===== src/rtl/ikarm_pkg.sv =====
// Shared types, constants and helper functions of the two-link arm inverse kinematics block.
package ikarm_pkg;

    // Fixed-point angle format and CORDIC depth.
    localparam int ANGLE_FRAC_BITS = 16;
    localparam int CORDIC_STAGES   = 16;
    localparam int TAB_BITS        = 24;
    localparam int TAB_LEN         = 24;
    localparam int STAGE_W         = $clog2(TAB_LEN);
    localparam int ACC_W           = ANGLE_FRAC_BITS + 10;
    localparam int SUM_W           = ACC_W + 2;

    // Datapath widths of the vector and square-root chains.
    localparam int VEC_W      = 42;
    localparam int RAD_W      = 64;
    localparam int SQRT_CELLS = RAD_W / 2;
    localparam int REM_W      = SQRT_CELLS + 2;

    // Cycles from an accepted request to its result strobe.
    localparam int PIPE_LAT = 5 + SQRT_CELLS + 1 + CORDIC_STAGES + 2;

    // Configuration port.
    localparam int CFG_IDX_W  = 8;
    localparam int CFG_DATA_W = 10;
    localparam logic [CFG_IDX_W-1:0] REG_BASE_HEIGHT = 8'd0;
    localparam logic [CFG_IDX_W-1:0] REG_UPPER_LINK  = 8'd1;
    localparam logic [CFG_IDX_W-1:0] REG_LOWER_LINK  = 8'd2;
    localparam logic [CFG_IDX_W-1:0] REG_GRIP_ANGLE  = 8'd3;

    // Base pulse: (4500 + 50*a) / 9 by multiplying with a rounded-up reciprocal.
    localparam logic [13:0] PULSE_RECIP = 14'd14564;
    localparam int          PULSE_SHIFT = 17;

    // Fixed angles used by the quadrant handling.
    localparam logic signed [ACC_W-1:0] DEG_90  = ACC_W'(90) <<< ANGLE_FRAC_BITS;
    localparam logic signed [ACC_W-1:0] DEG_180 = ACC_W'(180) <<< ANGLE_FRAC_BITS;

    // atan(2^-i) in degrees scaled by 2^24, rounded to nearest.
    localparam logic [29:0] ATAN_TAB [TAB_LEN] = '{
        30'd754974720, 30'd445687602, 30'd235489088, 30'd119537938,
        30'd60000934,  30'd30029717,  30'd15018523,  30'd7509720,
        30'd3754917,   30'd1877466,   30'd938734,    30'd469367,
        30'd234684,    30'd117342,    30'd58671,     30'd29335,
        30'd14668,     30'd7334,      30'd3667,      30'd1833,
        30'd917,       30'd458,       30'd229,       30'd115
    };

    typedef struct packed {
        logic signed [11:0] target_x;
        logic signed [11:0] target_y;
        logic signed [11:0] target_z;
    } t_target;

    typedef struct packed {
        logic [11:0] base_pulse_us;
        logic [7:0]  shoulder_deg;
        logic [7:0]  wrist_deg;
        logic [7:0]  grip_deg;
        logic        unreachable;
    } t_servo;

    // One CORDIC vector with its angle accumulator; hold marks an axis case.
    typedef struct packed {
        logic signed [VEC_W-1:0] x;
        logic signed [VEC_W-1:0] y;
        logic signed [ACC_W-1:0] acc;
        logic                    hold;
    } t_vec;

    // One square-root lane: remaining radicand bits, remainder and partial root.
    typedef struct packed {
        logic [RAD_W-1:0]      rad;
        logic [REM_W-1:0]      rem;
        logic [SQRT_CELLS-1:0] root;
    } t_sqrt;

    // Arctangent step of one CORDIC cell, cut to the angle format.
    function automatic logic signed [ACC_W-1:0] atan_step(input logic [STAGE_W-1:0] idx);
        logic [29:0] raw;
        raw = (idx < STAGE_W'(TAB_LEN)) ? ATAN_TAB[idx] : '0;
        return $signed(ACC_W'(raw >> (TAB_BITS - ANGLE_FRAC_BITS)));
    endfunction

    // Sign extension of an accumulator to the sum width.
    function automatic logic signed [SUM_W-1:0] widen(input logic signed [ACC_W-1:0] v);
        return SUM_W'(v);
    endfunction

    // Whole degrees, truncated toward zero.
    function automatic logic signed [SUM_W-1:0] trunc_deg(input logic signed [SUM_W-1:0] v);
        logic [SUM_W-1:0] mag;
        logic [SUM_W-1:0] whole;
        mag   = v[SUM_W-1] ? SUM_W'(-v) : SUM_W'(v);
        whole = mag >> ANGLE_FRAC_BITS;
        return v[SUM_W-1] ? -$signed(whole) : $signed(whole);
    endfunction

    // Servo range limit.
    function automatic logic [7:0] sat180(input logic signed [SUM_W-1:0] v);
        if (v < 0) begin
            return 8'd0;
        end else if (v > 180) begin
            return 8'd180;
        end else begin
            return v[7:0];
        end
    endfunction

endpackage


===== src/rtl/ikarm_sqrt_cell.sv =====
// One cell of the pipelined integer square root: resolves one root bit per cycle.
module ikarm_sqrt_cell import ikarm_pkg::*; (
    input  logic  i_clk,
    input  t_sqrt i_cell,
    output t_sqrt o_cell
);

    t_sqrt            r_cell;
    t_sqrt            n_cell;
    logic [REM_W+1:0] rem2;
    logic [REM_W+1:0] trial;
    logic             fit;

    // Bring down two radicand bits and try the next root bit.
    always_comb begin
        rem2  = {i_cell.rem, i_cell.rad[RAD_W-1 -: 2]};
        trial = (REM_W+2)'({i_cell.root, 2'b01});
        fit   = (rem2 >= trial);
        n_cell.rem  = fit ? REM_W'(rem2 - trial) : REM_W'(rem2);
        n_cell.root = {i_cell.root[SQRT_CELLS-2:0], fit};
        n_cell.rad  = {i_cell.rad[RAD_W-3:0], 2'b00};
    end

    always_ff @(posedge i_clk) begin
        r_cell <= n_cell;
    end

    assign o_cell = r_cell;

endmodule


===== config.mk =====
export PLATFORM = sky130hd
export DESIGN_NAME = ikarm_sqrt_cell
export DESIGN_NICKNAME = d
export VERILOG_FILES = /design/src/rtl/ikarm_pkg.sv /design/src/rtl/ikarm_sqrt_cell.sv
export SDC_FILE = /design/constraint.sdc
export NUM_CORES = 1
export LEC_CHECK = 0
export ABC_CLOCK_PERIOD_IN_PS = 3500
export BUFFER_PORTS_ARGS = -buffer_cell sky130_fd_sc_hd__clkbuf_2
export CAP_MARGIN = 20
export CORE_MARGIN = 2
export CORE_UTILIZATION = 45
export DETAILED_ROUTE_END_ITERATION = 7
export GPL_TIMING_DRIVEN = 0
export PLACE_DENSITY = 0.8
export SLEW_MARGIN = 20
export SYNTH_ARGS = -nofsm -noshare
export SYNTH_HDL_FRONTEND = slang
export SYNTH_SLANG_ARGS = --single-unit

===== constraint.sdc =====
create_clock -name i_clk -period 3.5 [get_ports i_clk]
set_clock_uncertainty 0.1 [all_clocks]
set_input_delay 0.35 -clock i_clk [delete_from_list [all_inputs] [get_ports i_clk]]
set_output_delay 0.35 -clock i_clk [all_outputs]
set_load 0.05 [all_outputs]

==> results of run 1 <==
-- final timing paths --
| kind | from | end | slack (ns) |
|---|---|---|---|
| max | i_cell[39] | o_cell[41]$_DFF_P_ | 0.32 |
| min | i_cell[56] | o_cell[58]$_DFF_P_ | 0.08 |
-- power breakdown --
part | switching, mW | internal [mW] | total [mW] | leakage, nW
registers | 0.0499 | 1.60 | 1.65 | 1.08
logic | 0.935 | 0.428 | 1.36 | 2.84
clock network | 0.683 | 1.03 | 1.71 | 0.270
-- cells in the mapped netlist, types with 2 or more instances --
cell	number	share of area (%)
o211ai_1	2	0.30
inv_1	42	3.1
buf_2	6	0.60
nand3_1	6	0.60
clkbuf_1	4	0.30
o221ai_1	2	0.35
and3_2	3	0.45
clkbuf_2	2	0.20
xor2_1	13	2.3
buf_4	2	0.30
a31oi_1	4	0.50
nand4_1	6	0.75
o31ai_1	4	0.60
o31a_1	2	0.35
nand2b_1	5	0.62
a21oi_1	28	2.8
nor3_1	10	0.99
o21ai_1	4	0.40
a31o_1	2	0.35
dfxtp_1	128	51
and3_1	2	0.25
mux2i_1	4	0.80
and2_1	3	0.37
a21o_1	19	2.8
nor2_1	18	1.3
o21ai_0	41	4.1
o21a_1	3	0.45
o41ai_2	3	0.97
ha_1	34	8.5
nand2_1	58	4.3
a21boi_0	2	0.30
and2_2	2	0.30
xnor2_1	14	2.4
-- per-stage QoR --
stage	worst slack, ns	std cells
6_report	0.317	1063
5_1_grt	0.210	1063
2_1_floorplan	0.930	508
4_1_cts	0.476	1063
3_3_place_gp	0.500	906
3_5_place_dp	0.466	906
-- logic make-up (layout without fill, tap and decap cells) --
kind of cell               count (synthesis)  in the layout  synth area share (%)
AOI/OAI and AO/OA                        133            133                  18.5
xor gates and xnor gates                  27             27                  4.70
adders and majority gates                 34             34                  8.45
buffers and inverters                     59            474                  5.12
DFF                                      128            128                  50.9
muxes                                      5              5                  1.09
other                                      1              2                0.0745
and+or+nand+nor                          120            120                  11.1
-- routing by layer --
| metal | share of wire (%) | up-vias | track usage [%] |
|---|---|---|---|
| met5 | 0 | - | 0 |
| met4 | 4.6 | 0 | 17.1 |
| met3 | 7.8 | 71 | 9.84 |
| met2 | 50 | 275 | 55.3 |
| met1 | 37 | 2521 | 32.3 |
| li1 | - | 2553 | - |
-- timing repair --
action,4_1_cts,5_1_grt
setup endpoints to repair,0,0
hold buffers,126,0
hold endpoints to repair,126,0
-- critical path: cells and delay by family --
kind                     cells  cell delay [ns]
AO/OA/AOI/OAI                6             1.53
adder cells (fa/ha/maj)      1             0.26
buffers and inverters        5             1.26
AND/OR/NAND/NOR              1             0.11
-- layout make-up --
class / count / area (sq um) / area share (%)
clock buffers: 19 / 432 / 5.18
well taps: 140 / 175 / 2.10
multi-input cells: 321 / 2220 / 26.6
inverters: 43 / 163 / 1.95
plain buffers: 16 / 95.1 / 1.14
clock inverters: 12 / 136 / 1.64
flip-flops and latches: 128 / 2560 / 30.8
repair buffers: 384 / 2550 / 30.6
==> results.md, run 1 <==
* Die Area at 12,000 sq um
* Final Setup Violations at 0
* PostCTS Resize Cnt at 0
* Final core utilization at 76.5%
* Most frequent cells in the layout: clkbuf_2 (260), dfxtp_1 (128), dlygate4sd3_1 (126)
* GP Congestion at 0.907
* Hold Path Class: input port to register
* Die Height at between 100 and 150 um
* CP dominant cell by count: buf_2
* CP cell instances: dlygate4sd3_1, clkbuf_2, ha_1, buf_2, a21o_1, o41ai_2, o211ai_1, a211oi_1, o21a_1, buf_6, buf_2, nand2_1, o21ai_0
* CTS root buf: clkbuf_8
* Ant diodes at 0
* Avg Cell Area, Syn at about 9.9 sq um
* Count of warnings emitted by yosys at 0
* CP required at 3.83 ns
* Minimum clock period at 3.18 ns
* Cell area after synthesis at roughly 5000 sq um
* Design Area, Final at 8330 sq um
* Nets@finish at 1,076
* Startpoint Class: input port
* Vias per cell at 5.10
* Post-DRT Antenna Nets at 0
* Crit path capture type: register
* Outcome: complete, no violations
* Critical Path Fanout Max at 10
* Yosys reg bits at 128
* Worst hold slack at just over 0.08 ns
* Final Cycle Share at 90.9%
* Core area at 10,900 sq um
* Share of layout cells above drive strength 1 at roughly a third
* Starting density of the core at 46.2%
* CTS sink count at 128
* CP max stage delay at 0.55 ns
* Setup bufs post-CTS at 0
* Router iterations before antenna repair at 5
* CTS buffer count at 17
* I/O pin count at 261
* Largest net degree at the start of global routing at 17
* Slew at the pin closest to its max-slew limit at 0.667 ns
* Final wirelength at between 15 and 20 mm
* CP Class: input port to register
* Leading cell type in the layout, fill and taps excluded: clkbuf_2
* Die X at 110 um
* Max FFs per register at 128
* Relative slew margins at ~55%
* Vias in the first global route at 5,547
* Syn-to-layout area delta at 65.5%
* Fillers at just over 700
* Post-Synthesis Cells at 507
* Post-synthesis cell type count at 62
* Arrival time worst endpoint at 3.52 ns
* Number of max-cap violations at 0
* Placed Area at 6500 sq um
* GRT Total Usage at 31.1%
* Fin Setup TNS at 0 ns
* Total grt overflow at 0
* # port buffers at 258
* Synth async-reset ratio at 0%
* Pwr dens at ~570 nW/um^2
* Max-slew violation count at 0
* Unrepaired setup endpoints after global routing: no
* Seq/Total Area, Yosys at 50.9%
* Final Hold Fails at 0
* HPWL after DPL at 11.4 mm
* Clk pin slew, worst setup/hold paths at 0.06 ns
* CTS tree: yes
* Top FF cell, synth: dfxtp_1
* Max clock buf depth at 2
* Worst Hold Depth at 3
* Total Power at about 4.7 mW
* Via count at 5,420
* Core Rows at 38
* Worst path slowest cell: dlygate4sd3_1
* H-tree level count at 4
* Initial antenna violation count at 0
* Fmax at 314 MHz
* P_leak at 4.19 nW
* Routed WL per cell at 17.8 um
* Worst vdd ir at 442 uV
* First-pass GRT wire length at 28.1 mm
* EDFF count, synth at 0
* Residual DRC at 0
* 1st-iter DRT viols at 330
Power figures use the tool's default switching activity.
==> run 2: changes to the inputs <==
--- a/config.mk
+++ b/config.mk
@@ -5,11 +5,12 @@
 export SDC_FILE = /design/constraint.sdc
 export NUM_CORES = 1
 export LEC_CHECK = 0
+export ABC_AREA = 1
 export ABC_CLOCK_PERIOD_IN_PS = 3500
 export BUFFER_PORTS_ARGS = -buffer_cell sky130_fd_sc_hd__clkbuf_2
 export CAP_MARGIN = 20
 export CORE_MARGIN = 2
-export CORE_UTILIZATION = 45
+export CORE_UTILIZATION = 47
 export DETAILED_ROUTE_END_ITERATION = 7
 export GPL_TIMING_DRIVEN = 0
 export PLACE_DENSITY = 0.8
==> results.md, run 2 <==
* Initial antenna violation count at 0 (unchanged)
* Router iterations before antenna repair at 5 (unchanged)
* Placed Area at 7090 sq um (+9.0%)
* Top-area cell type share of the netlist area at 45.6% (-5.3 points)
* Hold Path Class: input port to register
* Crit path capture type: register
* Total grt overflow at 0 (unchanged)
* I/O pin count at 261 (unchanged)
* Core area at 11,500 sq um (+5.8%)
* CTS sink count at 128 (unchanged)
* # port buffers at 258 (unchanged)
* Setup bufs post-CTS at 0 (unchanged)
* Count of warnings emitted by yosys at 0 (unchanged)
* First-pass GRT wire length at 32.3 mm (+15%)
* HPWL after DPL at 13.9 mm (+22%)
* Post-DRT Antenna Nets at 0 (unchanged)
* Yosys reg bits at 128 (unchanged)
* Critical Path Fanout Max at 10 (unchanged)
* H-tree level count at 4 (unchanged)
* Via count at 6,169 (+14%)
* Most frequent cells after synthesis: nand2_1 (288), inv_1 (139), dfxtp_1 (128)
* Max-slew violation count at 0 (unchanged)
* CTS root buf: clkbuf_16
* Multi-input logic area at 2460 sq um (+11%)
* Pwr dens at 543 nW/um^2 (-4.4%)
* CP required at 3.75 ns (-0.08 ns)
* GP Congestion at 0.935 (+3.1%)
* Relative slew margins at 53.2% (-2.2 points)
* Top Family by Delay on Critical Path: buffers and inverters
* Worst vdd ir at 329 uV (-26%)
* CTS tree: yes
* CP cell instances: dlygate4sd3_1, clkbuf_2, inv_1, ha_1, nand2_1, inv_1, nand2_1, nand2_1, nand2_1, nand2_1, a21oi_1, nand2_1, nand2_1, nand2_4, inv_4, buf_6, nand2_1, nand2_1
* CP Class: input port to register
* CP max stage delay at 0.55 ns (about the same)
* Final Setup Violations at 0 (unchanged)
* Top cells by area, synth: dfxtp_1 (46%), nand2_1 (19%), inv_1 (9.3%), ha_1 (7.6%), nand3_1 (3.4%)
* Largest net degree at the start of global routing at 17 (unchanged)
* GRT Total Usage at 32.8% (+1.8 points)
* Worst path slowest cell: dlygate4sd3_1
* Seq/Total Area, Yosys at 45.6% (-5.3 points)
* Vias in the first global route at 6,267 (+13%)
* Unrepaired setup endpoints after global routing: no
* Worst path buffer plus inverter count at 6 (+1)
* Top FF cell, synth: dfxtp_1
* Final wirelength at 21.0 mm (+11%)
* Die Area at 12,800 sq um (+6.6%)
* Final Cycle Share at 78.1% (-13 points)
* Design Area, Final at 8560 sq um (+2.7%)
* Max clock buf depth at 2 (unchanged)
* CTS buffer count at 17 (unchanged)
* Most frequent cell after synthesis: nand2_1
* Routed WL per cell at 16.1 um (-9.3%)
* Minimum clock period at 2.73 ns (-0.449 ns)
* P_leak at 4.90 nW (+17%)
* Slew at the pin closest to its max-slew limit at 0.695 ns (+0.0285 ns)
* Synth async-reset ratio at 0% (unchanged)
* Post-synthesis cell type count at 25 (-60%)
* Nets@finish at 1,311 (+22%)
* Worst Hold Path EP: o_cell[38]$_DFF_P_
* Max FFs per register at 128 (unchanged)
* Ant diodes at 0 (unchanged)
* Worst Hold Depth at 3 (unchanged)
* Startpoint Class: input port
* Avg Cell Area, Syn at 7.25 sq um (-27%)
* Arrival time worst endpoint at 2.98 ns (-0.54 ns)
* Total Power at 4.65 mW (-1.8%)
* 1st-iter DRT viols at 389 (+18%)
* Fmax at 366 MHz (+16%)
* CP dominant cell by count: nand2_1
* Fin Setup TNS at 0 ns (unchanged)
* Vias per cell at 4.75 (-6.9%)
* Number of max-cap violations at 0 (unchanged)
* Cell area after synthesis at 5620 sq um (+12%)
* Final Hold Fails at 0 (unchanged)
* HP Start: i_cell[36]
* Share of layout cells above drive strength 1 at 26.6% (-8.3 points)
* Area leader, netlist: dfxtp_1
* EDFF count, synth at 0 (unchanged)
* Starting density of the core at 48.8% (+2.5 points)
* Die X at 113 um (+3.2%)
* Post-Synthesis Cells at 775 (+53%)
* Leading cell type in the layout, fill and taps excluded: nand2_1
* FF/Latch Area at 2560 sq um (unchanged)
* Syn-to-layout area delta at 52.4%
* Most frequent cells in the layout: nand2_1 (288), clkbuf_2 (258), inv_1 (139)
* Clk pin slew, worst setup/hold paths at 0.06 ns (about the same)
* Residual DRC at 0 (unchanged)
* Outcome: complete, no violations
* Die Height at 113 um (+3.2%)
* Core Rows at 39 (+2.6%)
* Fillers at 852 (+20%)
run 2: changes by cell type after synthesis, sizes merged, moves of 7 or more:
cell    change
a21o       -20
clkbuf      -7
inv        +98
nand2     +233
nand3      +33
nor2       +39
nor3        -7
o21ai      -33
xnor2      -11
run 2: layout make-up:
class / instances / area share, %
well taps: 143 / 2.09
plain buffers: 8 / 0.833
clock inverters: 9 / 1.02
repair buffers: 351 / 26.0
clock buffers: 21 / 5.26
inverters: 140 / 6.17
flip-flops and latches: 128 / 29.9
multi-input cells: 500 / 28.7
run 2: stage by stage:
| step | instances | util [%] | setup WS, ns | hold slack (ns) |
|---|---|---|---|---|
| 6_report | 1300 | 74.3 | 0.766 | 0.0437 |
| 5_1_grt | 1300 | 74.3 | 0.501 | 0.0467 |
| 4_1_cts | 1300 | 74.3 | 0.844 | 0.0331 |
| 3_5_place_dp | 1177 | 61.6 | 0.972 | 0.354 |
| 3_3_place_gp | 1177 | 61.6 | 1.02 | 0.353 |
| 2_1_floorplan | 776 | - | 1.54 | 0.278 |
run 2: power breakdown:
group,total (mW),switching [mW],internal (mW)
combinational,1.36,0.971,0.389
clock,1.64,0.656,0.988
sequential,1.64,0.0447,1.60
run 2: worst max path at each step:
stage	start	end	slack, ns	cells past startpoint
after floorplan	i_cell[13]	o_cell[57]$_DFF_P_	1.54	15
final	i_cell[13]	o_cell[48]$_DFF_P_	0.77	18
after CTS	i_cell[5]	o_cell[61]$_DFF_P_	0.84	13
after detailed placement	i_cell[4]	o_cell[61]$_DFF_P_	0.97	12
after global routing	i_cell[4]	o_cell[61]$_DFF_P_	0.50	13
after global placement	i_cell[4]	o_cell[53]$_DFF_P_	1.02	12
run 2: what timing repair did:
| action | 4_1_cts | 5_1_grt |
|---|---|---|
| setup endpoints to repair | 0 | 0 |
| resized for setup | 0 | 0 |
| endpoints found under the hold margin | 93 | 0 |
| hold buffers | 93 | 0 |
run 2: metal layers:
| metal | track usage [%] | vias to the layer above | routed length [um] |
|---|---|---|---|
| met3 | 9.96 | 50 | 1550 |
| met4 | 13.0 | 0 | 701 |
| met5 | 0 | - | 0 |
| met1 | 36.6 | 2751 | 8200 |
| met2 | 58.5 | 284 | 10500 |
| li1 | - | 3084 | - |
run 2: cell families (layout without fill, tap and decap cells):
logic type      after synthesis  count (layout)  synth area share (%)
compound gates               42              42                  3.94
xor+xnor                     18              18                  2.81
fa+ha+maj                    34              34                  7.57
buf+inv                     148             529                  10.7
flops                       128             128                  45.6
other cells                   1               2                0.0668
simple gates                404             404                  29.3
