$ cat src/rtl/ikarm_pkg.sv
// Shared types, constants and helper functions of the two-link arm inverse kinematics block.
package ikarm_pkg;

    // Fixed-point angle format and CORDIC depth.
    localparam int ANGLE_FRAC_BITS = 16;
    localparam int CORDIC_STAGES   = 16;
    localparam int TAB_BITS        = 24;
    localparam int TAB_LEN         = 24;
    localparam int STAGE_W         = $clog2(TAB_LEN);
    localparam int ACC_W           = ANGLE_FRAC_BITS + 10;
    localparam int SUM_W           = ACC_W + 2;

    // Datapath widths of the vector and square-root chains.
    localparam int VEC_W      = 42;
    localparam int RAD_W      = 64;
    localparam int SQRT_CELLS = RAD_W / 2;
    localparam int REM_W      = SQRT_CELLS + 2;

    // Cycles from an accepted request to its result strobe.
    localparam int PIPE_LAT = 5 + SQRT_CELLS + 1 + CORDIC_STAGES + 2;

    // Configuration port.
    localparam int CFG_IDX_W  = 8;
    localparam int CFG_DATA_W = 10;
    localparam logic [CFG_IDX_W-1:0] REG_BASE_HEIGHT = 8'd0;
    localparam logic [CFG_IDX_W-1:0] REG_UPPER_LINK  = 8'd1;
    localparam logic [CFG_IDX_W-1:0] REG_LOWER_LINK  = 8'd2;
    localparam logic [CFG_IDX_W-1:0] REG_GRIP_ANGLE  = 8'd3;

    // Base pulse: (4500 + 50*a) / 9 by multiplying with a rounded-up reciprocal.
    localparam logic [13:0] PULSE_RECIP = 14'd14564;
    localparam int          PULSE_SHIFT = 17;

    // Fixed angles used by the quadrant handling.
    localparam logic signed [ACC_W-1:0] DEG_90  = ACC_W'(90) <<< ANGLE_FRAC_BITS;
    localparam logic signed [ACC_W-1:0] DEG_180 = ACC_W'(180) <<< ANGLE_FRAC_BITS;

    // atan(2^-i) in degrees scaled by 2^24, rounded to nearest.
    localparam logic [29:0] ATAN_TAB [TAB_LEN] = '{
        30'd754974720, 30'd445687602, 30'd235489088, 30'd119537938,
        30'd60000934,  30'd30029717,  30'd15018523,  30'd7509720,
        30'd3754917,   30'd1877466,   30'd938734,    30'd469367,
        30'd234684,    30'd117342,    30'd58671,     30'd29335,
        30'd14668,     30'd7334,      30'd3667,      30'd1833,
        30'd917,       30'd458,       30'd229,       30'd115
    };

    typedef struct packed {
        logic signed [11:0] target_x;
        logic signed [11:0] target_y;
        logic signed [11:0] target_z;
    } t_target;

    typedef struct packed {
        logic [11:0] base_pulse_us;
        logic [7:0]  shoulder_deg;
        logic [7:0]  wrist_deg;
        logic [7:0]  grip_deg;
        logic        unreachable;
    } t_servo;

    // One CORDIC vector with its angle accumulator; hold marks an axis case.
    typedef struct packed {
        logic signed [VEC_W-1:0] x;
        logic signed [VEC_W-1:0] y;
        logic signed [ACC_W-1:0] acc;
        logic                    hold;
    } t_vec;

    // One square-root lane: remaining radicand bits, remainder and partial root.
    typedef struct packed {
        logic [RAD_W-1:0]      rad;
        logic [REM_W-1:0]      rem;
        logic [SQRT_CELLS-1:0] root;
    } t_sqrt;

    // Arctangent step of one CORDIC cell, cut to the angle format.
    function automatic logic signed [ACC_W-1:0] atan_step(input logic [STAGE_W-1:0] idx);
        logic [29:0] raw;
        raw = (idx < STAGE_W'(TAB_LEN)) ? ATAN_TAB[idx] : '0;
        return $signed(ACC_W'(raw >> (TAB_BITS - ANGLE_FRAC_BITS)));
    endfunction

    // Sign extension of an accumulator to the sum width.
    function automatic logic signed [SUM_W-1:0] widen(input logic signed [ACC_W-1:0] v);
        return SUM_W'(v);
    endfunction

    // Whole degrees, truncated toward zero.
    function automatic logic signed [SUM_W-1:0] trunc_deg(input logic signed [SUM_W-1:0] v);
        logic [SUM_W-1:0] mag;
        logic [SUM_W-1:0] whole;
        mag   = v[SUM_W-1] ? SUM_W'(-v) : SUM_W'(v);
        whole = mag >> ANGLE_FRAC_BITS;
        return v[SUM_W-1] ? -$signed(whole) : $signed(whole);
    endfunction

    // Servo range limit.
    function automatic logic [7:0] sat180(input logic signed [SUM_W-1:0] v);
        if (v < 0) begin
            return 8'd0;
        end else if (v > 180) begin
            return 8'd180;
        end else begin
            return v[7:0];
        end
    endfunction

endpackage

$ cat src/rtl/ikarm_vec_prep.sv
// Quadrant handling ahead of a CORDIC chain: axis cases and turn into the right half plane.
module ikarm_vec_prep import ikarm_pkg::*; (
    input  logic                    i_clk,
    input  logic signed [VEC_W-1:0] i_x,
    input  logic signed [VEC_W-1:0] i_y,
    output t_vec                    o_vec
);

    t_vec r_vec;
    t_vec n_vec;

    // Points on an axis get their angle directly and skip the rotations.
    always_comb begin
        n_vec.x    = i_x;
        n_vec.y    = i_y;
        n_vec.acc  = '0;
        n_vec.hold = 1'b0;
        priority if (i_y == 0) begin
            n_vec.hold = 1'b1;
            n_vec.acc  = (i_x < 0) ? DEG_180 : '0;
        end else if (i_x == 0) begin
            n_vec.hold = 1'b1;
            n_vec.acc  = (i_y > 0) ? DEG_90 : -DEG_90;
        end else if (i_x < 0) begin
            if (i_y > 0) begin
                n_vec.x   = i_y;
                n_vec.y   = -i_x;
                n_vec.acc = DEG_90;
            end else begin
                n_vec.x   = -i_y;
                n_vec.y   = i_x;
                n_vec.acc = -DEG_90;
            end
        end else begin
            n_vec.hold = 1'b0;
        end
    end

    always_ff @(posedge i_clk) begin
        r_vec <= n_vec;
    end

    assign o_vec = r_vec;

endmodule

$ cat config.mk
export PLATFORM = sky130hd
export DESIGN_NAME = ikarm_vec_prep
export DESIGN_NICKNAME = d
export VERILOG_FILES = /design/src/rtl/ikarm_pkg.sv /design/src/rtl/ikarm_vec_prep.sv
export SDC_FILE = /design/constraint.sdc
export NUM_CORES = 1
export LEC_CHECK = 0
export BUFFER_PORTS_ARGS = -buffer_cell sky130_fd_sc_hd__buf_4
export CORE_ASPECT_RATIO = 2
export CORE_UTILIZATION = 40
export DETAILED_ROUTE_END_ITERATION = 16
export GPL_TIMING_DRIVEN = 0
export PLACE_DENSITY = 0.67
export SETUP_SLACK_MARGIN = 0.02
export SLEW_MARGIN = 20
export SYNTH_ARGS = -nofsm -noshare
export SYNTH_HDL_FRONTEND = slang
export SYNTH_SLANG_ARGS = --single-unit
export TNS_END_PERCENT = 30
$ cat constraint.sdc
create_clock -name i_clk -period 3.4 [get_ports i_clk]
set_clock_uncertainty 0.05 [all_clocks]
set_input_delay 0 -clock i_clk [delete_from_list [all_inputs] [get_ports i_clk]]
set_output_delay 0 -clock i_clk [all_outputs]
set_load 0.1 [all_outputs]
==> results list, run 1 <==
- Run status: finished, final reports clean
- Placed Area: around 6300 sq um
* CORE AREA: 11420 sq um
- After detailed routing, the total wire length is around 18000 um.
- At the worst endpoint, the required time is ~3600 ps.
- Number of remaining DRC errors: 0
- After routing the design area is about 7500 sq um.
- Time the worst path needs with I/O delays and setup: between 3000 and 4000 ps
- After the first detailed-routing iteration, the DRC count stood at between 200 and 300.
- For the pin with the worst max-slew slack, the measured transition is 969.6 ps.
- Post-synthesis sequential area ratio: 0.3810
- Cell type with the highest aggregate area in the netlist: dfxtp_1
* Total iterations of the first detailed-routing run: 5
- Peak ir drop on the vdd network: approximately 300 uV
- Overall die area: ~12000 sq um
- Critical Setup Path Class: in2reg
- Routability-driven placement finished with a final weighted congestion of between 0.9 and 1.
- The tree is rooted in a clkbuf_16.
- In this run the worst path has a maximum fanout of 10.
- STA classifies the critical path startpoint as a primary input.
- The initial antenna violation count was 0.
- Hold timing on the final database bottoms out at a slack of just over 7 ps.
- Chip Height: 155.8 um
* Sum Neg Setup Slack: 0 ps
- Antenna violation net count after detailed routing: 0
- Vias in the first global route: 5628
- Synthesis warning total: 0
* Count of antenna diodes in the layout: 0
- Num CTS Buffers: 9
- Busiest metal layer after global routing: met2
- After synthesis, the share of flip-flops with an asynchronous set or reset is 0.
- STA classifies the critical path endpoint as a flop.
- The floorplan has 55 rows.
- The H-tree was split into 3 levels.
* GRT met1 Usage: 0.2613
- Final net count: about 970
* Number of inserted filler cells in the final layout: 1012
- Setup repair after global routing could not meet its margin everywhere.
- Cell area after synthesis: 4730 sq um
- Number of placed instances with taps included: about 920
- In this run, synthesis produced a sequential element count of 90.
* Worst min-delay path class: in2reg
- CTS tree: built
- Average size of a mapped cell: between 8 and 9 sq um
- Among all flip-flop cells after synthesis, the most frequent one is dfxtp_1.
- Yosys mapped a number of flops with a built-in enable equal to 0.
* Clock net sink count: 90
- Data arrives at the worst endpoint at 3530 ps.
- Global-route wire length before repair: around 27000 um
- Global route total overflow: 0
- In this run the static leakage power is ~3.2 nW.
- Dividing the detail-routed wire length by the instance count gives ~18 um.
- Number of instances in the synthesized netlist: approximately 600
- Aggregate global-route resource usage: 0.2887
- Compared with the post-synthesis result, the final layout area differs by 58.78%.
* Floorplan die width: ~79 um
* Maximum frequency from static timing analysis: 302.0 MHz
- The register with the most flip-flops in the layout has 90 of them.
- For this run, global-route usage on met2 was measured as 0.5590.
- Non-filler cells, final: between 1000 and 1500
* Fin. Hold Viols: 0
- The wire-length estimate of the detail-placed layout is 13270 um.
* Max capacitance violation total: 0
- Maximum buffer depth of the clock tree: 2
* Largest net degree at the start of global routing: 15
- Number of pins exceeding their max-slew limit in the final report: 0
- Cell variety after synth: 50
* Fraction of met3 tracks used by global routing: 0.04327
* Proportion of layout cells with a drive suffix above 1: 0.2689
- Worst slew margin relative to its limit: 0.3477
- 196 I/O pins were placed.
- End-of-flow core utilization: 0.6574
- Initial core utilization: 0.4140
* Final cycle utilization of the critical path: 0.9739
- Dividing the detail-routed via count by the number of cells gives 5.355.
* Number of port buffers: about 180
* Power density over the cells: 500.5 nW/um^2
- Setup violations remaining at the end of the flow were counted as 0.
* Vias: 5500
* Leading cell types by total area after synthesis: dfxtp_1 38%, xnor2_1 7.8%, o21ai_0 7.3%
* Clock transition at the register clock pins on the worst setup and hold paths after CTS: ~70 ps
* Share of the synthesized area in the top cell type: 0.3810
==> metal layers <==
layer	share of wire	wire length, um
met1	0.33	5941
met2	0.55	9908
met3	0.062	1130
met4	0.061	1108
met5	0	0
==> where the power goes <==
group          switching, mW  internal [mW]  total (mW)
Clock                  0.402          0.643        1.05
Sequential            0.0327           1.16        1.19
Combinational           1.13          0.395        1.53
Total                   1.57           2.19        3.76
==> cells in the mapped netlist (2+ instances only) <==
library cell / number
nand4_1: 2
nor3_1: 19
inv_1: 15
mux2i_1: 3
xnor2_1: 42
o21ai_0: 69
nand3_1: 4
buf_4: 25
buf_1: 2
nand2b_1: 4
o22ai_1: 7
buf_2: 6
a41oi_1: 2
o21ai_1: 9
a31oi_1: 16
ha_1: 2
a22o_1: 4
or3_1: 7
o31ai_1: 12
or4_1: 15
a21oi_1: 24
nand2_1: 77
o41ai_1: 8
clkbuf_1: 21
dfxtp_1: 90
xor2_1: 29
nor2_1: 38
or2_2: 2
nor4_1: 10
o21a_1: 2
==> worst paths after layout <==
| kind | startpoint | to | slack (ps) | depth (start not counted) |
|---|---|---|---|---|
| hold / removal | i_y[34] | o_vec[103] | 7 | 3 |
| setup / recovery | i_y[36] | o_vec[71] | 90 | 11 |
==> stage by stage <==
stage	power [mW]	worst slack (ps)
3_5_place_dp	2.635	75.62
2_1_floorplan	2.267	675.0
5_1_grt	3.866	1.475
3_3_place_gp	2.625	74.97
6_report	3.759	88.77
4_1_cts	3.757	28.90
==> critical path: stages <==
cell and delay, ps:
dlygate4sd3_1 540, buf_4 150, or4_1 510, or3_1 390, or3_1 310, buf_2 190
o31a_1 280, buf_2 180, buf_2 230, a31oi_1 190, dlygate4sd3_1 560
==> cell families after synthesis <==
kind of cell / Yosys count / synth area share
fa+ha+maj: 2 / 0.005290
buf+inv: 70 / 0.07857
flops: 90 / 0.3810
compound gates: 163 / 0.2090
simple gates: 185 / 0.1852
other cells: 1 / 0.0007929
xor+xnor: 71 / 0.1315
mux: 4 / 0.008730
==> cell type report <==
class | instances | area (sq um) | area share
Buffer | 55 | 316.6 | 0.04215
Clock buffer | 11 | 232.7 | 0.03099
Clock inverter | 5 | 78.83 | 0.01050
Inverter | 15 | 56.30 | 0.007498
Multi-Input combinational cell | 442 | 2626 | 0.3497
Sequential cell | 90 | 1802 | 0.2399
Tap cell | 142 | 177.7 | 0.02366
Timing Repair Buffer | 267 | 2220 | 0.2956
==> cell usage in the layout, fill, tap and decap left out, types with 10 or more instances in the layout <==
master / Yosys / final
clkbuf_1: 21 / 22
xnor2_1: 42 / 42
conb_1: 1 / 17
a21oi_1: 24 / 24
nor2_1: 38 / 38
a31oi_1: 16 / 16
xor2_1: 29 / 29
nor3_1: 19 / 19
or4_1: 15 / 14
nor4_1: 10 / 10
nand2_1: 77 / 77
inv_1: 15 / 15
dfxtp_1: 90 / 90
o31ai_1: 12 / 12
buf_4: 25 / 206
dlygate4sd3_1: 0 / 86
o21ai_0: 69 / 69
==> what timing repair did <==
action,CTS,global route
gates resized for setup,0,3
hold buffers,86,0
hold endpoints to repair,81,0
setup endpoints to repair,0,3
buffers inserted,0,4
(Power assumes the default switching activity.)
==> run 2, diff against run 1 <==
==> constraint.sdc (replaced) <==
create_clock -name i_clk -period 3.5 [get_ports i_clk]
set_clock_uncertainty 0.05 [all_clocks]
set_input_delay 0 -clock i_clk [delete_from_list [all_inputs] [get_ports i_clk]]
set_output_delay 0 -clock i_clk [all_outputs]
set_load 0.1 [all_outputs]
==> results list, run 2 (synthesized netlist as in run 1, its figures left out) <==
- The launching element type of the critical path is a primary input (unchanged).
* Number of pins exceeding their max-slew limit in the final report: 0 (unchanged)
* Chip Height: 155.8 um (unchanged)
- Setup repair after global routing missed its margin: yes (unchanged).
* Time the worst path needs with I/O delays and setup: 3396 ps
- The post-detailed-placement half-perimeter wirelength came to 13270 um (unchanged).
- Crit path buffers/inverters: 6 (unchanged)
* Num CTS Buffers: 9 (unchanged)
- Count of antenna diodes in the layout: 0 (unchanged)
- Number of inserted filler cells in the final layout: 971 (was 1012)
* Fin. Hold Viols: 0 (unchanged)
- Highest-count cells in the layout ignoring fill and taps: 203 x buf_4, 110 x dlygate4sd3_1, 90 x dfxtp_1 (was 206 x buf_4, 90 x dfxtp_1, 86 x dlygate4sd3_1)
- The core box area is 11420 sq um (unchanged).
- The die footprint was 12290 sq um (unchanged).
- The master cell of the clock root buffer is clkbuf_16 (unchanged).
* Maximum buffer depth of the clock tree: 2 (unchanged)
- FP Rows: 55 (unchanged)
* Vias in the first global route: 5661 (was 5628)
* Beginning of the critical path: i_y[34] (was i_y[36])
- Fraction of met3 tracks used by global routing: 0.03509 (was 0.04327)
- CTS tree: built (unchanged)
- I/O pins: 196 (unchanged)
- The global-route usage over all layers was 0.2945 (was 0.2887).
- The number of violations of the max-capacitance limit was 0 (unchanged).
* Arrival time of data at the critical path endpoint: 3560 ps (was 3530 ps)
- Sum Neg Setup Slack: 0 ps (unchanged)
- The share of cells above drive strength 1 was 0.2709 (was 0.2689).
- The number of endpoints failing setup at the final stage was 0 (unchanged).
- Area growth syn-to-layout: 64.97% (was 58.78%)
- The worst slew slack as a fraction of its limit was 0.3069 (was 0.3477).
* Global-route wire length before repair: 27670 um (was 27050 um)
- Antenna violation net count after detailed routing: 0 (unchanged)
* Clock transition at the register clock pins on the worst setup and hold paths after CTS: 60 ps (was 70 ps)
- The areal power density over the cells was 475.5 nW/um^2 (was 500.5 nW/um^2).
- The met2 demand-to-capacity share in global routing is 0.5747 (was 0.5590).
- Avg Vias per Cell: 5.405 (was 5.355)
- The final-stage net count came to 990 (was 967).
- The largest fanout of any net on the critical path was 10 (unchanged).
- Critical Path Max Stage Delay: 560 ps (about the same)
- GP Congestion: 0.9703 (unchanged)
* Busiest metal layer after global routing: met2 (unchanged)
- Number of remaining DRC errors: 0 (unchanged)
- Run status: finished, final reports clean (unchanged)
- The category of cells accounting for the largest share of critical-path delay is buffers and inverters (unchanged).
- The flip-flop count of the largest register after layout came to 90 (unchanged).
- Critical Setup Path Class: in2reg (unchanged)
- Largest net degree at the start of global routing: 15 (unchanged)
- The largest vdd supply drop was 291.7 uV (was 298.2 uV).
* Number of port buffers: 177 (unchanged)
* Clock net sink count: 90 (unchanged)
* Cell with the biggest individual delay on the critical path: or4_1 (was dlygate4sd3_1)
- The type of destination of the critical path is a flop (unchanged).
* Leakage: 3.402 nW (was 3.248 nW)
- The most frequent standard cell in the layout excluding fill and tap cells is buf_4 (unchanged).
* Data required time of the worst path: 3670 ps (was 3620 ps)
- The overall overflow remaining after global route was 0 (unchanged).
- Initial antenna violation count: 0 (unchanged)
- Total iterations of the first detailed-routing run: 5 (unchanged)
- Drt initial violations: 340 (was 291)
- Ordered list of cells on the worst path: dlygate4sd3_1 -> buf_4 -> or4_1 -> or3_4 -> or3_1 -> buf_2 -> o31ai_4 -> buf_4 -> clkbuf_2 -> o21ai_0 -> dlygate4sd3_1 (was dlygate4sd3_1 -> buf_4 -> or4_1 -> or3_1 -> or3_1 -> buf_2 -> o31a_1 -> buf_2 -> buf_2 -> a31oi_1 -> dlygate4sd3_1).
* Final Power: 3.710 mW (was 3.759 mW)
- Initial core utilization: 0.4140 (unchanged)
* Wire length per cell after detailed routing: 17.75 um (was 17.61 um)
- Tightest Pin Transition: 1030 ps (was 969.6 ps)
- Floorplan die width: 78.89 um (unchanged)
- The start point of the worst min-delay path was i_y[12] (was i_y[34]).
* Maximum level of the CTS H-tree: 3 (unchanged)
* Worst min-delay path class: in2reg (unchanged)
- Routed wire length: 18640 um (was 18090 um)
- Maximum frequency from static timing analysis: between 200 and 300 MHz
- Dividing the final minimum period by the clock period gives 0.9704.
* Vias: 5675 (was 5500)
- GRT met1 Usage: 0.2757 (was 0.2613)
[run 2: changes by cell type in the layout (fill, tap and decap cells not counted), moves of 2 or more]
| cell | previous run | this run |
|---|---|---|
| dlygate4sd3_1 | 86 | 110 |
| nor3_1 | 19 | 17 |
| nor3_2 | 0 | 2 |
| buf_4 | 206 | 203 |
| buf_6 | 1 | 4 |
| clkbuf_4 | 0 | 2 |
| clkbuf_2 | 1 | 5 |
| clkbuf_1 | 22 | 16 |
[run 2: path summary, 6_finish.rpt]
kind / to / slack, ps / depth (start not counted)
max: o_vec[78] / 100 / 11
min: o_vec[81] / 4 / 3
[run 2: stage by stage]
stage / setup slack (ps) / cells / cell area, sq um / hold slack, ps / util
2_1_floorplan: 775.0 / 602 / 4790 / 58.62 / -
3_3_place_gp: 175.0 / 921 / 6296 / 180.0 / 0.5512
3_5_place_dp: 175.6 / 921 / 6302 / 186.5 / 0.5517
4_1_cts: 24.96 / 1047 / 7715 / 3.319 / 0.6754
5_1_grt: 12.24 / 1050 / 7802 / 9.984 / 0.6830
6_report: 103.7 / 1050 / 7802 / 4.415 / 0.6830
[run 2: what timing repair did]
item | CTS | global route
hold endpoints to repair | 81 | 0
hold buffers | 110 | 0
gates resized for setup | 0 | 29
setup endpoints to repair | 0 | 25
buffers inserted | 0 | 3
[run 2: routing by layer]
metal / up-vias / wire, um
met5: - / 0
li1: 2657 / -
met1: 2634 / 6196
met2: 300 / 10300
met4: 0 / 1009
met3: 84 / 1127
[run 2: layout make-up]
cell class                 instances  area [sq um]  share of cell area
multi-input combinational        442          2660              0.3409
timing repair buffer             290          2452              0.3143
sequential                        90          1802              0.2309
buffer                            55         342.8             0.04394
clock buffer                      11         232.7             0.02983
tap                              142         177.7             0.02277
clock inverter                     5         78.83             0.01010
inverter                          15         56.30            0.007216
[run 2: power breakdown]
| part | internal (mW) | switching, mW | total [mW] |
|---|---|---|---|
| registers | 1.12 | 0.0320 | 1.15 |
| logic | 0.419 | 1.11 | 1.53 |
| clock network | 0.625 | 0.403 | 1.03 |
[run 2: worst min-delay path, cell delays in order]
cell	delay, ps
buf_4	120
xor2_1	70
o21ai_0	160
==> run 3, diff against run 2 <==
--- a/config.mk
+++ b/config.mk
@@ -6,7 +6,7 @@
 export NUM_CORES = 1
 export LEC_CHECK = 0
 export BUFFER_PORTS_ARGS = -buffer_cell sky130_fd_sc_hd__buf_4
-export CORE_ASPECT_RATIO = 2
+export CORE_ASPECT_RATIO = 1.25
 export CORE_UTILIZATION = 40
 export DETAILED_ROUTE_END_ITERATION = 16
 export GPL_TIMING_DRIVEN = 0
==> results list, run 3 (synthesized netlist as in run 1, its figures left out) <==
- The areal power density over the cells came to 497.7 nW/um^2 (was 475.5 nW/um^2).
- The count of pins on the block boundary was 196 (unchanged).
* Final cycle utilization of the critical path: 0.9621 (was 0.9704)
* Area growth syn-to-layout: 63.62% (was 64.97%)
- Cell depth of the worst min-delay path: 4 (was 3)
- The total negative setup slack was 0 ps (unchanged).
* CTS tree: built (unchanged)
- The count of buffering cells on the critical path with inverters included came to 6 (unchanged).
* Total iterations of the first detailed-routing run: 5 (unchanged)
* Global-route wire length before repair: 28020 um (was 27670 um)
- Critical Path Max Stage Delay: 570 ps (was 560 ps)
- GP Congestion: 0.9123 (was 0.9703)
* Number of pins exceeding their max-slew limit in the final report: 0 (unchanged)
- Critical path capture point type: flop (unchanged)
- Share of total power in sequential cells: 0.299 (was 0.311)
- The number of violations of the max-capacitance limit came to 0 (unchanged).
- The terminating pin of the worst hold path is o_vec[29] (was o_vec[81]).
- The part of the total power dissipated in combinational logic is 0.391 (was 0.412).
- The number of buffers inserted by port buffering came to 177 (unchanged).
* Number of remaining DRC errors: 0 (unchanged)
- Leakage: 3.376 nW (was 3.402 nW)
- Chip Height: 123.6 um (was 155.8 um)
- The most frequent standard cell in the layout excluding fill and tap cells is buf_4 (unchanged).
* Clock root cell: clkbuf_16 (unchanged)
- Final setup violation count: 0 (unchanged)
- Run status: finished, final reports clean (unchanged)
- Worst min-delay path class: in2reg (unchanged)
- The transition time at the pin with the least slew margin is 958.6 ps (was 1030 ps).
* Global route total overflow: 0 (unchanged)
- The pin count of the biggest net entering global routing is 15 (unchanged).
- Clock net sink count: 90 (unchanged)
* Clock transition at the register clock pins on the worst setup and hold paths after CTS: 60 ps (about the same)
- The number of failing hold endpoints at the final stage came to 0 (unchanged).
* Setup repair after global routing missed its margin: no (was yes)
* Proportion of power drawn by the clock network: 0.309 (was 0.277)
- Vias: 5621 (was 5675)
- Drt initial violations: 371 (was 340)
- Max FFs per register: 90 (unchanged)
* Sum of net half-perimeters after detailed placement: 12750 um (was 13270 um)
* Aggregate global-route resource usage: 0.2966 (was 0.2945)
- The die footprint was 12260 sq um (was 12290 sq um).
- The number of fill cells in the layout came to 964 (was 971).
* NetSw: 1.535 mW (was 1.544 mW)
- Final Power: 3.852 mW (was 3.710 mW)
- Internal power: 2.316 mW (was 2.166 mW)
- The share of cells above drive strength 1 was 0.2703 (was 0.2709).
- The top achievable clock speed was 297.0 MHz (was 294.4 MHz).
- The maximum buffer depth of the clock tree is 2 (unchanged).
* Floorplan die width: 99.26 um (was 78.89 um)
- Min-delay src: i_x[2] (was i_y[12])
- The arrival time at the worst endpoint came to 3550 ps (was 3560 ps).
- Multi-input combinational cell area: 2646 sq um (was 2660 sq um)
- Data required time of the worst path: 3680 ps (was 3670 ps)
* Critical Setup Path Class: in2reg (unchanged)
* Worst Path Max Fanout: 10 (unchanged)
- The final-stage net count is 981 (was 990).
* Wire length per cell after detailed routing: 17.62 um (was 17.75 um)
- Initial core utilization: 0.4091 (was 0.4140)
- The largest vdd supply drop is 306.0 uV (was 291.7 uV).
- The shortest clock period the worst path allows after layout is 3367 ps (was 3396 ps).
- The remaining antenna violation count after routing was 0 (unchanged).
* Count of antenna diodes in the layout: 0 (unchanged)
- Highest-count cells in the layout ignoring fill and taps: 205 x buf_4, 101 x dlygate4sd3_1, 90 x dfxtp_1 (was 203 x buf_4, 110 x dlygate4sd3_1, 90 x dfxtp_1)
- The deepest level of the CTS H-tree is 3 (unchanged).
* Worst slew margin relative to its limit: 0.3550 (was 0.3069)
* Initial antenna violation count: 0 (unchanged)
* Vias in the first global route: 5629 (was 5661)
* Ordered list of cells on the worst path: dlygate4sd3_1 -> buf_4 -> or4_1 -> or3_4 -> or3_1 -> buf_2 -> o31ai_4 -> buf_4 -> clkbuf_2 -> o21ai_0 -> dlygate4sd3_1 (unchanged)
- Sequential cell area: 1802 sq um (unchanged)
* CORE AREA: 11560 sq um (was 11420 sq um)
- The total clock buffers created by CTS was 9 (unchanged).
- Top cell family by delay on the critical path: buffers and inverters (unchanged)
- Routed wire length: 18280 um (was 18640 um)
* Cell with the biggest individual delay on the critical path: dlygate4sd3_1 (was or4_1)
- The number of placement rows is 44 (was 55).
* Kind of start point of the critical path: primary input (unchanged)
* Net switching fraction of the power: 0.3986 (was 0.4162)
- Avg Vias per Cell: 5.420 (was 5.405)
run 3: cell types whose count changed in the layout (fill, tap and decap cells not counted), moves of 2 or more:
cell,before,now
clkbuf_4,2,4
nor3_2,2,0
bufinv_16,2,4
buf_6,4,1
buf_4,203,205
nor3_1,17,19
clkbuf_2,5,2
dlygate4sd3_1,110,101
run 3: power by group through the flow:
stage / Clock, mW / Sequential [mW] / Combinational (mW)
after floorplan: 0 / 1.88 / 0.326
after global placement: 0 / 1.18 / 1.38
after detailed placement: 0 / 1.18 / 1.38
after CTS: 1.20 / 1.15 / 1.49
after global routing: 1.25 / 1.16 / 1.56
final: 1.19 / 1.15 / 1.51
run 3: repair_timing:
item,CTS,global route
hold endpoints to repair,83,0
hold buffers,101,0
resized for setup,0,21
buffers inserted,0,3
setup endpoints to repair,0,17
run 3: stage by stage:
| step | utilization | setup slack [ps] | hold slack (ps) | area (sq um) | instances |
|---|---|---|---|---|---|
| 3_5_place_dp | 0.5447 | 160.1 | 185.7 | 6297 | 917 |
| 6_report | 0.6694 | 132.7 | 1.446 | 7739 | 1037 |
| 2_1_floorplan | - | 775.0 | 58.62 | 4790 | 602 |
| 3_3_place_gp | 0.5442 | 182.8 | 183.7 | 6291 | 917 |
| 4_1_cts | 0.6640 | 22.43 | 3.247 | 7676 | 1034 |
| 5_1_grt | 0.6694 | 23.14 | 18.12 | 7739 | 1037 |
run 3: cell type report:
class	instances	share of cell area
buffer	55	0.04285
tap	138	0.02231
clock inverter	5	0.01617
timing repair buffer	281	0.3053
sequential	90	0.2328
multi-input combinational	442	0.3420
clock buffer	11	0.03137
inverter	15	0.007276
run 3: per-layer routing:
| metal | global-route usage | share of wire |
|---|---|---|
| met2 | 0.5365 | 0.50 |
| met4 | 0.1406 | 0.035 |
| met3 | 0.04770 | 0.069 |
| met5 | 0 | 0 |
| met1 | 0.3421 | 0.39 |
run 3: worst max-delay path by stage:
stage / endpoint / start / cells past startpoint / slack (ps)
5_1_grt: o_vec[69] / i_y[34] / 12 / 20
2_1_floorplan: o_vec[21] / i_y[27] / 9 / 770
6_report: o_vec[39] / i_y[34] / 11 / 130
4_1_cts: o_vec[54] / i_y[34] / 10 / 20
3_3_place_gp: o_vec[97] / i_y[27] / 10 / 180
3_5_place_dp: o_vec[97] / i_y[27] / 10 / 160
